`src/design/priority_multi_queue_scheduler_core_defines.svh`:
```
// Assertion macros used by the scheduler's queue bookkeeping module.
`ifndef PRIORITY_MULTI_QUEUE_SCHEDULER_CORE_DEFINES_SVH
`define PRIORITY_MULTI_QUEUE_SCHEDULER_CORE_DEFINES_SVH

// Same-cycle implication, disabled during reset.
`define PMQS_ASSERT_IMPL(label, clk, rst, ante, cons) \
   label: assert property (@(posedge clk) disable iff (rst) (ante) |-> (cons)) \
      else $error("pmqs: same-cycle check failed");

// Next-cycle implication, disabled during reset.
`define PMQS_ASSERT_NEXT(label, clk, rst, ante, cons) \
   label: assert property (@(posedge clk) disable iff (rst) (ante) |=> (cons)) \
      else $error("pmqs: next-cycle check failed");

`endif

```
`src/design/pmqs_pkg.sv`:
```
`default_nettype none

package pmqs_pkg;

   localparam int NUM_LEVELS       = 10;
   localparam int QUEUE_DEPTH      = 16;
   localparam int TAG_BITS         = 16;
   localparam int ORDER_SLOTS      = 10;
   localparam int ENTRY_BITS       = 4;
   localparam int PRIO_BITS        = 5;
   localparam int QUEUE_OUT_BITS   = 4;
   localparam int TOTAL_BITS       = 8;
   localparam int ORDER_LEN_BITS   = 4;
   localparam int ORDER_TABLE_BITS = ORDER_SLOTS * ENTRY_BITS;

   localparam int LEVEL_BITS  = $clog2(NUM_LEVELS);
   localparam int PTR_BITS    = $clog2(QUEUE_DEPTH);
   localparam int FILL_BITS   = $clog2(QUEUE_DEPTH + 1);
   localparam int STORE_DEPTH = NUM_LEVELS * QUEUE_DEPTH;
   localparam int ADDR_BITS   = $clog2(STORE_DEPTH);
   localparam int COUNT_BITS  = $clog2(STORE_DEPTH + 1);

   localparam int REQ_DATA_BITS  = ((PRIO_BITS + TAG_BITS + 7) / 8) * 8;
   localparam int RSP_FIELD_BITS = 1 + TAG_BITS + QUEUE_OUT_BITS + 1 + TOTAL_BITS;
   localparam int RSP_DATA_BITS  = ((RSP_FIELD_BITS + 7) / 8) * 8;

   localparam int CSR_INDEX_BITS = 4;
   localparam int CSR_DATA_BITS  = ORDER_TABLE_BITS;

   localparam logic [CSR_INDEX_BITS-1:0] CSR_ORDER_LENGTH = CSR_INDEX_BITS'(0);
   localparam logic [CSR_INDEX_BITS-1:0] CSR_ORDER_TABLE  = CSR_INDEX_BITS'(1);

   typedef logic [LEVEL_BITS-1:0] level_type;
   typedef logic [PTR_BITS-1:0]   ptr_type;
   typedef logic [FILL_BITS-1:0]  fill_type;
   typedef logic [ADDR_BITS-1:0]  addr_type;
   typedef logic [TAG_BITS-1:0]   tag_type;

   // Operation on the queue bookkeeping, and the lookup of one queue.
   typedef struct packed {
      logic      push;
      logic      pop;
      level_type queue;
   } pmqs_cmd_type;

   typedef struct packed {
      logic    empty;
      logic    full;
      ptr_type head;
      ptr_type tail;
   } pmqs_status_type;

endpackage

`default_nettype wire

```
`src/design/priority_multi_queue_scheduler_core.sv`:
```
`default_nettype none

// Strict-priority scheduler over NUM_LEVELS tag queues held in one synchronous RAM. A request
// word with kind 0 pushes entry_tag onto the queue of its clamped priority; kind 1 pops the
// oldest tag from the first non-empty queue in the serving order (plain order 0 upwards, or
// the configured custom order followed by queue 0). One word is handled at a time: a push
// passes through ST_PUSH and ST_FINISH before its response word is presented; a pop stays
// in ST_SCAN until a non-empty queue is found or the last order position is reached,
// visiting one order position per cycle through the single fill lookup and compare; a
// found queue gets one RAM read, whose data ST_FINISH puts into the response. The next
// request can be accepted in the same cycle as the response is presented. req_tready is
// high only while no word is in work; a finished response waits in an output register
// without holding up acceptance of the next request, but that request's response is held
// back until the register is emptied. csr_ready is always high; write the order registers
// only while the block is idle.
module priority_multi_queue_scheduler_core (
   input  logic                                   clock,
   input  logic                                   reset,
   input  logic                                   req_tvalid,
   output logic                                   req_tready,
   // entry_priority [4:0], entry_tag [20:5], zero padding above
   input  logic [pmqs_pkg::REQ_DATA_BITS-1:0]     req_tdata,
   // kind [0]
   input  logic [0:0]                             req_tuser,
   output logic                                   rsp_tvalid,
   input  logic                                   rsp_tready,
   // pop_found [0], popped_tag [16:1], popped_queue [20:17], push_dropped [21],
   // total_waiting [29:22], zero padding above
   output logic [pmqs_pkg::RSP_DATA_BITS-1:0]     rsp_tdata,
   input  logic                                   csr_valid,
   output logic                                   csr_ready,
   input  logic [pmqs_pkg::CSR_INDEX_BITS-1:0]    csr_index,
   input  logic [pmqs_pkg::CSR_DATA_BITS-1:0]     csr_data
);
   import pmqs_pkg::*;

   localparam logic KIND_POP = 1'b1;
   localparam int MAX_LEN = (NUM_LEVELS - 1 < ORDER_SLOTS) ? NUM_LEVELS - 1 : ORDER_SLOTS;
   localparam int ENTRY_CMP_BITS = ENTRY_BITS + 1;
   localparam int TOTAL_MAX = 255;

   typedef enum logic [1:0] {ST_IDLE, ST_PUSH, ST_SCAN, ST_FINISH} state_type;

   state_type state_ff, state_in;
   level_type pos_ff, pos_in;
   level_type q_ff, q_in;
   tag_type   tag_ff, tag_in;
   logic      found_ff, found_in;
   logic      dropped_ff, dropped_in;
   logic      rsp_valid_ff, rsp_valid_in;
   logic      rsp_found_ff, rsp_found_in;
   tag_type   rsp_tag_ff, rsp_tag_in;
   logic [QUEUE_OUT_BITS-1:0]   rsp_queue_ff, rsp_queue_in;
   logic      rsp_dropped_ff, rsp_dropped_in;
   logic [TOTAL_BITS-1:0]       rsp_total_ff, rsp_total_in;
   logic [ORDER_LEN_BITS-1:0]   order_length_ff, order_length_in;
   logic [ORDER_TABLE_BITS-1:0] order_table_ff, order_table_in;

   logic [ORDER_LEN_BITS-1:0] active_len;
   level_type       scan_queue;
   pmqs_cmd_type    cmd;
   pmqs_status_type status;
   logic [COUNT_BITS-1:0] total;
   logic      wr_en;
   logic      rd_en;
   addr_type  wr_addr;
   addr_type  rd_addr;
   tag_type   rd_data;

   function automatic level_type clamp_level(input logic [PRIO_BITS-1:0] raw);
      if (raw[PRIO_BITS-1]) begin
         return '0;
      end else if (raw >= PRIO_BITS'(NUM_LEVELS)) begin
         return LEVEL_BITS'(NUM_LEVELS - 1);
      end
      return LEVEL_BITS'(raw);
   endfunction

   // Queue served at one position of the active order.
   function automatic level_type order_queue(input level_type pos,
                                             input logic [ORDER_LEN_BITS-1:0] len,
                                             input logic [ORDER_TABLE_BITS-1:0] tbl);
      logic [ENTRY_BITS-1:0] e;
      e = '0;
      if (len == '0) begin
         return pos;
      end
      if (ORDER_LEN_BITS'(pos) >= len) begin
         return '0;
      end
      for (int i = 0; i < ORDER_SLOTS; i++) begin
         if (ORDER_LEN_BITS'(pos) == ORDER_LEN_BITS'(i)) begin
            e = tbl[i*ENTRY_BITS +: ENTRY_BITS];
         end
      end
      // An entry that names no queue stands for queue 0.
      return ((ENTRY_CMP_BITS)'(e) < (ENTRY_CMP_BITS)'(NUM_LEVELS)) ? LEVEL_BITS'(e) : '0;
   endfunction

   function automatic addr_type store_addr(input level_type q, input ptr_type p);
      return ADDR_BITS'(ADDR_BITS'(q) * ADDR_BITS'(QUEUE_DEPTH) + ADDR_BITS'(p));
   endfunction

   assign active_len = (order_length_ff > ORDER_LEN_BITS'(MAX_LEN)) ?
                       ORDER_LEN_BITS'(MAX_LEN) : order_length_ff;
   assign scan_queue = order_queue(pos_ff, active_len, order_table_ff);

   assign wr_addr = store_addr(q_ff, status.tail);
   assign rd_addr = store_addr(scan_queue, status.head);

   always_comb begin
      state_in        = state_ff;
      pos_in          = pos_ff;
      q_in            = q_ff;
      tag_in          = tag_ff;
      found_in        = found_ff;
      dropped_in      = dropped_ff;
      rsp_valid_in    = rsp_valid_ff;
      rsp_found_in    = rsp_found_ff;
      rsp_tag_in      = rsp_tag_ff;
      rsp_queue_in    = rsp_queue_ff;
      rsp_dropped_in  = rsp_dropped_ff;
      rsp_total_in    = rsp_total_ff;
      order_length_in = order_length_ff;
      order_table_in  = order_table_ff;
      cmd             = '0;
      cmd.queue       = (state_ff == ST_SCAN) ? scan_queue : q_ff;
      wr_en           = 1'b0;
      rd_en           = 1'b0;

      if (csr_valid) begin
         case (csr_index)
            CSR_ORDER_LENGTH: begin
               order_length_in = csr_data[ORDER_LEN_BITS-1:0];
            end
            CSR_ORDER_TABLE: begin
               order_table_in = csr_data[ORDER_TABLE_BITS-1:0];
            end
            default: begin
            end
         endcase
      end

      if (rsp_valid_ff && rsp_tready) begin
         rsp_valid_in = 1'b0;
      end

      case (state_ff)
         ST_IDLE: begin
            if (req_tvalid) begin
               found_in   = 1'b0;
               dropped_in = 1'b0;
               if (req_tuser[0] == KIND_POP) begin
                  pos_in   = '0;
                  state_in = ST_SCAN;
               end else begin
                  q_in     = clamp_level(req_tdata[PRIO_BITS-1:0]);
                  tag_in   = req_tdata[PRIO_BITS +: TAG_BITS];
                  state_in = ST_PUSH;
               end
            end
         end
         ST_PUSH: begin
            if (status.full) begin
               dropped_in = 1'b1;
            end else begin
               cmd.push = 1'b1;
               wr_en    = 1'b1;
            end
            state_in = ST_FINISH;
         end
         ST_SCAN: begin
            if (!status.empty) begin
               cmd.pop  = 1'b1;
               rd_en    = 1'b1;
               found_in = 1'b1;
               q_in     = scan_queue;
               state_in = ST_FINISH;
            end else if (pos_ff == LEVEL_BITS'(NUM_LEVELS - 1)) begin
               state_in = ST_FINISH;
            end else begin
               pos_in = pos_ff + LEVEL_BITS'(1);
            end
         end
         ST_FINISH: begin
            // The response register takes the word once it is free or being emptied.
            if (!rsp_valid_ff || rsp_tready) begin
               rsp_valid_in   = 1'b1;
               rsp_found_in   = found_ff;
               rsp_tag_in     = found_ff ? rd_data : '0;
               rsp_queue_in   = found_ff ? QUEUE_OUT_BITS'(q_ff) : '0;
               rsp_dropped_in = dropped_ff;
               rsp_total_in   = (32'(total) > 32'(TOTAL_MAX)) ?
                                TOTAL_BITS'(TOTAL_MAX) : TOTAL_BITS'(total);
               state_in       = ST_IDLE;
            end
         end
         default: begin
            state_in = ST_IDLE;
         end
      endcase
   end

   always_ff @(posedge clock) begin
      if (reset) begin
         state_ff        <= ST_IDLE;
         rsp_valid_ff    <= 1'b0;
         order_length_ff <= '0;
         order_table_ff  <= '0;
      end else begin
         state_ff        <= state_in;
         rsp_valid_ff    <= rsp_valid_in;
         order_length_ff <= order_length_in;
         order_table_ff  <= order_table_in;
      end
      pos_ff         <= pos_in;
      q_ff           <= q_in;
      tag_ff         <= tag_in;
      found_ff       <= found_in;
      dropped_ff     <= dropped_in;
      rsp_found_ff   <= rsp_found_in;
      rsp_tag_ff     <= rsp_tag_in;
      rsp_queue_ff   <= rsp_queue_in;
      rsp_dropped_ff <= rsp_dropped_in;
      rsp_total_ff   <= rsp_total_in;
   end

   pmqs_queue_state u_queue_state (
      .clock  (clock),
      .reset  (reset),
      .cmd    (cmd),
      .status (status),
      .total  (total)
   );

   pmqs_store u_store (
      .clock   (clock),
      .wr_en   (wr_en),
      .wr_addr (wr_addr),
      .wr_data (tag_ff),
      .rd_en   (rd_en),
      .rd_addr (rd_addr),
      .rd_data (rd_data)
   );

   assign req_tready = (state_ff == ST_IDLE);
   assign csr_ready  = 1'b1;
   assign rsp_tvalid = rsp_valid_ff;
   assign rsp_tdata  = RSP_DATA_BITS'({rsp_total_ff, rsp_dropped_ff, rsp_queue_ff,
                                       rsp_tag_ff, rsp_found_ff});

endmodule

`default_nettype wire

```
`src/design/pmqs_store.sv`:
```
`default_nettype none

module pmqs_store (
   input  logic                       clock,
   input  logic                       wr_en,
   input  logic [pmqs_pkg::ADDR_BITS-1:0] wr_addr,
   input  logic [pmqs_pkg::TAG_BITS-1:0]  wr_data,
   input  logic                       rd_en,
   input  logic [pmqs_pkg::ADDR_BITS-1:0] rd_addr,
   output logic [pmqs_pkg::TAG_BITS-1:0]  rd_data
);
   import pmqs_pkg::*;

   // Tag store: one region of QUEUE_DEPTH slots per queue.
   tag_type mem [STORE_DEPTH];
   tag_type rd_data_ff;

   always_ff @(posedge clock) begin
      if (wr_en) begin
         mem[wr_addr] <= wr_data;
      end
   end

   always_ff @(posedge clock) begin
      if (rd_en) begin
         rd_data_ff <= mem[rd_addr];
      end
   end

   assign rd_data = rd_data_ff;

endmodule

`default_nettype wire

```
`src/design/pmqs_queue_state.sv`:
```
`default_nettype none
`include "priority_multi_queue_scheduler_core_defines.svh"

module pmqs_queue_state (
   input  logic                             clock,
   input  logic                             reset,
   input  pmqs_pkg::pmqs_cmd_type           cmd,
   output pmqs_pkg::pmqs_status_type        status,
   output logic [pmqs_pkg::COUNT_BITS-1:0]  total
);
   import pmqs_pkg::*;

   ptr_type  head_ff [NUM_LEVELS];
   ptr_type  head_in [NUM_LEVELS];
   ptr_type  tail_ff [NUM_LEVELS];
   ptr_type  tail_in [NUM_LEVELS];
   fill_type fill_ff [NUM_LEVELS];
   fill_type fill_in [NUM_LEVELS];
   logic [COUNT_BITS-1:0] count_ff;
   logic [COUNT_BITS-1:0] count_in;

   function automatic ptr_type next_ptr(input ptr_type p);
      return (p == PTR_BITS'(QUEUE_DEPTH - 1)) ? '0 : p + PTR_BITS'(1);
   endfunction

   always_comb begin
      status = '0;
      for (int i = 0; i < NUM_LEVELS; i++) begin
         head_in[i] = head_ff[i];
         tail_in[i] = tail_ff[i];
         fill_in[i] = fill_ff[i];
         if (cmd.queue == LEVEL_BITS'(i)) begin
            status.empty = (fill_ff[i] == '0);
            status.full  = (fill_ff[i] == FILL_BITS'(QUEUE_DEPTH));
            status.head  = head_ff[i];
            status.tail  = tail_ff[i];
            if (cmd.push) begin
               tail_in[i] = next_ptr(tail_ff[i]);
               fill_in[i] = fill_ff[i] + FILL_BITS'(1);
            end else if (cmd.pop) begin
               head_in[i] = next_ptr(head_ff[i]);
               fill_in[i] = fill_ff[i] - FILL_BITS'(1);
            end
         end
      end
      count_in = count_ff;
      if (cmd.push) begin
         count_in = count_ff + COUNT_BITS'(1);
      end else if (cmd.pop) begin
         count_in = count_ff - COUNT_BITS'(1);
      end
   end

   always_ff @(posedge clock) begin
      if (reset) begin
         for (int i = 0; i < NUM_LEVELS; i++) begin
            head_ff[i] <= '0;
            tail_ff[i] <= '0;
            fill_ff[i] <= '0;
         end
         count_ff <= '0;
      end else begin
         for (int i = 0; i < NUM_LEVELS; i++) begin
            head_ff[i] <= head_in[i];
            tail_ff[i] <= tail_in[i];
            fill_ff[i] <= fill_in[i];
         end
         count_ff <= count_in;
      end
   end

   assign total = count_ff;

   `PMQS_ASSERT_IMPL(a_push_not_full, clock, reset, cmd.push, !status.full)
   `PMQS_ASSERT_IMPL(a_pop_not_empty, clock, reset, cmd.pop, !status.empty)
   `PMQS_ASSERT_IMPL(a_count_bound, clock, reset, 1'b1, count_ff <= COUNT_BITS'(STORE_DEPTH))
   `PMQS_ASSERT_NEXT(a_push_counts, clock, reset, cmd.push, count_ff != '0)

endmodule

`default_nettype wire
```
`config.mk`:
```
export PLATFORM = sky130hd
export DESIGN_NAME = priority_multi_queue_scheduler_core
export DESIGN_NICKNAME = d
export VERILOG_FILES = /design/src/design/pmqs_pkg.sv /design/src/design/priority_multi_queue_scheduler_core.sv /design/src/design/pmqs_store.sv /design/src/design/pmqs_queue_state.sv
export VERILOG_INCLUDE_DIRS = /design/src /design/src/design
export SDC_FILE = /design/constraint.sdc
export NUM_CORES = 2
export LEC_CHECK = 0
export BUFFER_PORTS_ARGS = -buffer_cell sky130_fd_sc_hd__clkbuf_2
export CAP_MARGIN = 40
export CORE_MARGIN = 3
export CORE_UTILIZATION = 35
export DETAILED_ROUTE_END_ITERATION = 16
export SLEW_MARGIN = 0
export SYNTH_ARGS = -nofsm -noshare
export SYNTH_HDL_FRONTEND = slang
export SYNTH_SLANG_ARGS = --single-unit
```
`constraint.sdc`:
```
create_clock -name clock -period 11.7 [get_ports clock]
set_clock_uncertainty 0.15 [all_clocks]
set_input_delay 0.585 -clock clock [delete_from_list [all_inputs] [get_ports clock]]
set_output_delay 0.585 -clock clock [all_outputs]
set_load 0.1 [all_outputs]
```
==> results.tsv <==
stage	metric	value	unit
status	status	finished clean	
timing	setup_viol	0	
routing	wl_per_cell	27.9	um
synth	syn_area	116000	um^2
clock_network	cts-root-buf	clkbuf_16	
pwr	leakage	44.0	nW
synth	synth_area_per_cell	13.9	um^2
layout	final_common_cell	edfxtp_1	
synth	synthArstFlopShare	0	%
timing	worst_pin_slew	1.03	ns
timing	slew_violations	0	
min_path	hold_depth	2	
timing	fin_crit	8.79	ns
pwr	vdd_drop_max	0.000298	V
worst_setup_path	cp_slowest_cell	ha_1	
worst_setup_path	crit_chain	inv_1 > ha_1 > nand3b_1 > a21oi_1 > o311a_1 > nor3_2 > a21o_1 > nand3_2 > o221ai_1 > nand2_4 > nand2_8 > buf_4 > buf_4 > a211oi_1 > a311oi_1 > a31oi_1 > o21ai_0 > a21oi_1 > a41oi_1	
worst_setup_path	critPathKind	reg -> reg	
global_routing	grt_max_degree	161	
floorplanning	num_rows	210	
place	place.gp.congestion	0.895	
worst_setup_path	r2r-end	u_store.rd_data[6]	
min_path	min_path_type	in -> reg	
synth	synth-edff-count	2632	
timing	tns	0	ns
synth	syn_inst	8342	
timing	hold_viol	0	
synth	synth-simple-area-share	11.0	%
floorplanning	die_w	581	um
pwr	power-per-cell-area	280	nW/um^2
clock_network	clkLatencyLatePin	0.86	ns
job	drv_cap	0	
routing	drt_iter0_markers	10900	
synth	synthAdderAreaFrac	0.937	%
synth	ys_ff_latch	2817	
floorplanning	ios	109	
worst_setup_path	reg2reg_depth	19	
synth	synth_compound_area_share	9.32	%
routing	wl	368000	um
global_routing	grt_first_pass_wirelength	523000	um
worst_setup_path	required	12.15	ns
synth	ys_types	98	
clock_network	cts_setup_buffers	0	
clock_network	cts_tree	built	
place	place_hpwl	216000	um
clock_network	clockBufferDepth	4	
clock_network	cts_htree_levels	5	
floorplanning	start_util	35.2	%
clock_network	cts_sinks	2817	
place	place_ws	3.00	ns
synth	ys_seq_area_share	71.6	%
min_path	min_to	u_queue_state.total[1]	
floorplanning	fp.dieH	581	um
layout	drive_above_1_share	11.9	%
routing	via_per_inst	5.82	
synth	ys_warn_count	0	
synth	synth_mux_area_share	3.92	%
clock_network	cts_buffers	290	
worst_setup_path	cpPeakStageDelay	0.69	ns
clock_network	clkTransAtPathRegs	0.06	ns
timing	fmax	0.114	GHz
global_routing	grt-ovfl-total	0	
timing	slew_headroom	29.6	%
global_routing	grt_util_all_layers	21.0	%
routing	firstDrtPassIters	6	
worst_setup_path	critPathMaxFanout	80	
layout	final_cell_mix	edfxtp_1, nand2_1, nor2_1	
timing	final.setup.worst_slack	2.91	ns
floorplanning	die_area	337000	um^2
timing	whs	0.0524	ns
place	port_buffers	102	
worst_setup_path	r2r_slack	2.91	ns
worst_setup_path	critPathLaunchType	flop	
global_routing	first_global_vias	72600	
timing	rsz0062_at_grt	no	
routing	vias	76700	
timing	post-route-period-util	75.1	%
layout	syn2layout_area_growth	14.2	%
routing	ant_nets	0	
worst_setup_path	critPathCaptureType	flop	
layout	fillers	29900	
layout	seqCellArea	82700	um^2
synth	synth_ff_type	edfxtp_1	
worst_setup_path	worstPathArrival	9.23	ns
layout	multi_input_area	30100	um^2
worst_setup_path	crit-reg2reg-launch	pos_ff[1]	
routing	drc	0	
synth	synth_xor_area_share	0.523	%
global_routing	antenna_found_initial	16	
synth	synth_top_family_by_area	simple AND/OR/NAND/NOR gates	
floorplanning	fp.coreArea	328000	um^2
layout	fin_nets	8772	
min_path	min_from	reset	
[Yosys cell counts, drive strengths merged, types with 169 or more instances]
cell	number	share of area, %
a21oi	342	1.5
a311oi	209	1.6
edfxtp	2632	68
mux2i	305	2.6
a31oi	169	0.91
a211oi	278	1.8
nand2	1465	4.8
nand3	356	1.6
buf	374	1.9
clkbuf	204	0.66
and3	283	1.5
dfxtp	185	3.2
nor2	405	1.3
[layer usage]
metal	share of wire [%]	GRT usage [%]
met1	40	28.4
met2	45	32.6
met3	11	4.68
met4	4.4	8.41
met5	0.0030	0
[cell families after synthesis]
| kind of cell | count (synthesis) |
|---|---|
| simple gates | 2851 |
| flops | 2817 |
| compound gates | 1536 |
| buf+inv | 607 |
| mux | 380 |
| fa+ha+maj | 80 |
| xor+xnor | 69 |
| other cells | 2 |
[per-stage QoR]
stage | total power, W | cell area (um^2) | cells | utilization (%)
final | 0.0370 | 132000 | 13200 | 40.3
after global routing | 0.0383 | 132000 | 13200 | 40.3
after CTS | 0.0368 | 132000 | 13200 | 40.2
after detailed placement | 0.0281 | 123000 | 12600 | 37.4
after global placement | 0.0277 | 122000 | 12500 | 37.1
after floorplan | 0.0220 | 116000 | 8343 | -
[worst max-delay path by stage]
stage / from / to / slack, ns / cells past startpoint
after global routing: pos_ff[1] / u_store.rd_data[6] / 2.50 / 19
after CTS: pos_ff[1] / u_store.rd_data[6] / 3.01 / 19
after detailed placement: pos_ff[1] / u_store.rd_data[6] / 3.00 / 19
final: pos_ff[1] / u_store.rd_data[6] / 2.91 / 19
after global placement: pos_ff[1] / u_store.rd_data[1] / 2.87 / 19
after floorplan: pos_ff[0] / u_queue_state.total[7] / 5.52 / 25
[sequential cells by signal (all words and copies together), names as in the netlist, 16 cells and up]
register	cells
u_queue_state.tail_ff	40
u_queue_state.fill_ff	50
order_table_ff	40
rsp_tag_ff	16
u_queue_state.head_ff	40
tag_ff	16
u_store.rd_data	16
u_store.mem	2560
[critical path: cells and delay by family, from the launching register on]
family                     cells  cell delay, ns
buffers and inverters          3            1.32
and+or+nand+nor                5            2.18
AOI/OAI and AO/OA             10            3.61
adders and majority gates      1            0.69
DFF                            1            0.51
[power breakdown]
part / total (W) / internal [W] / switching (W)
combinational: 0.0167 / 0.00482 / 0.0119
sequential: 0.0115 / 0.0113 / 0.000144
clock: 0.00879 / 0.00498 / 0.00381
[layout make-up]
cell class / count / area share (%)
tap: 4346 / 4.12
antenna: 13 / 0.0246
clock buffer: 358 / 5.84
multi-input combinational: 4919 / 22.8
timing repair buffer: 561 / 3.69
clock inverter: 143 / 0.807
inverter: 29 / 0.0825
sequential: 2817 / 62.7
[what timing repair did]
action	4_1_cts	5_1_grt
hold buffers	59	0
endpoints found under the hold margin	63	0
resized for setup	0	0
Note: power is estimated with default switching activity, not from simulation.
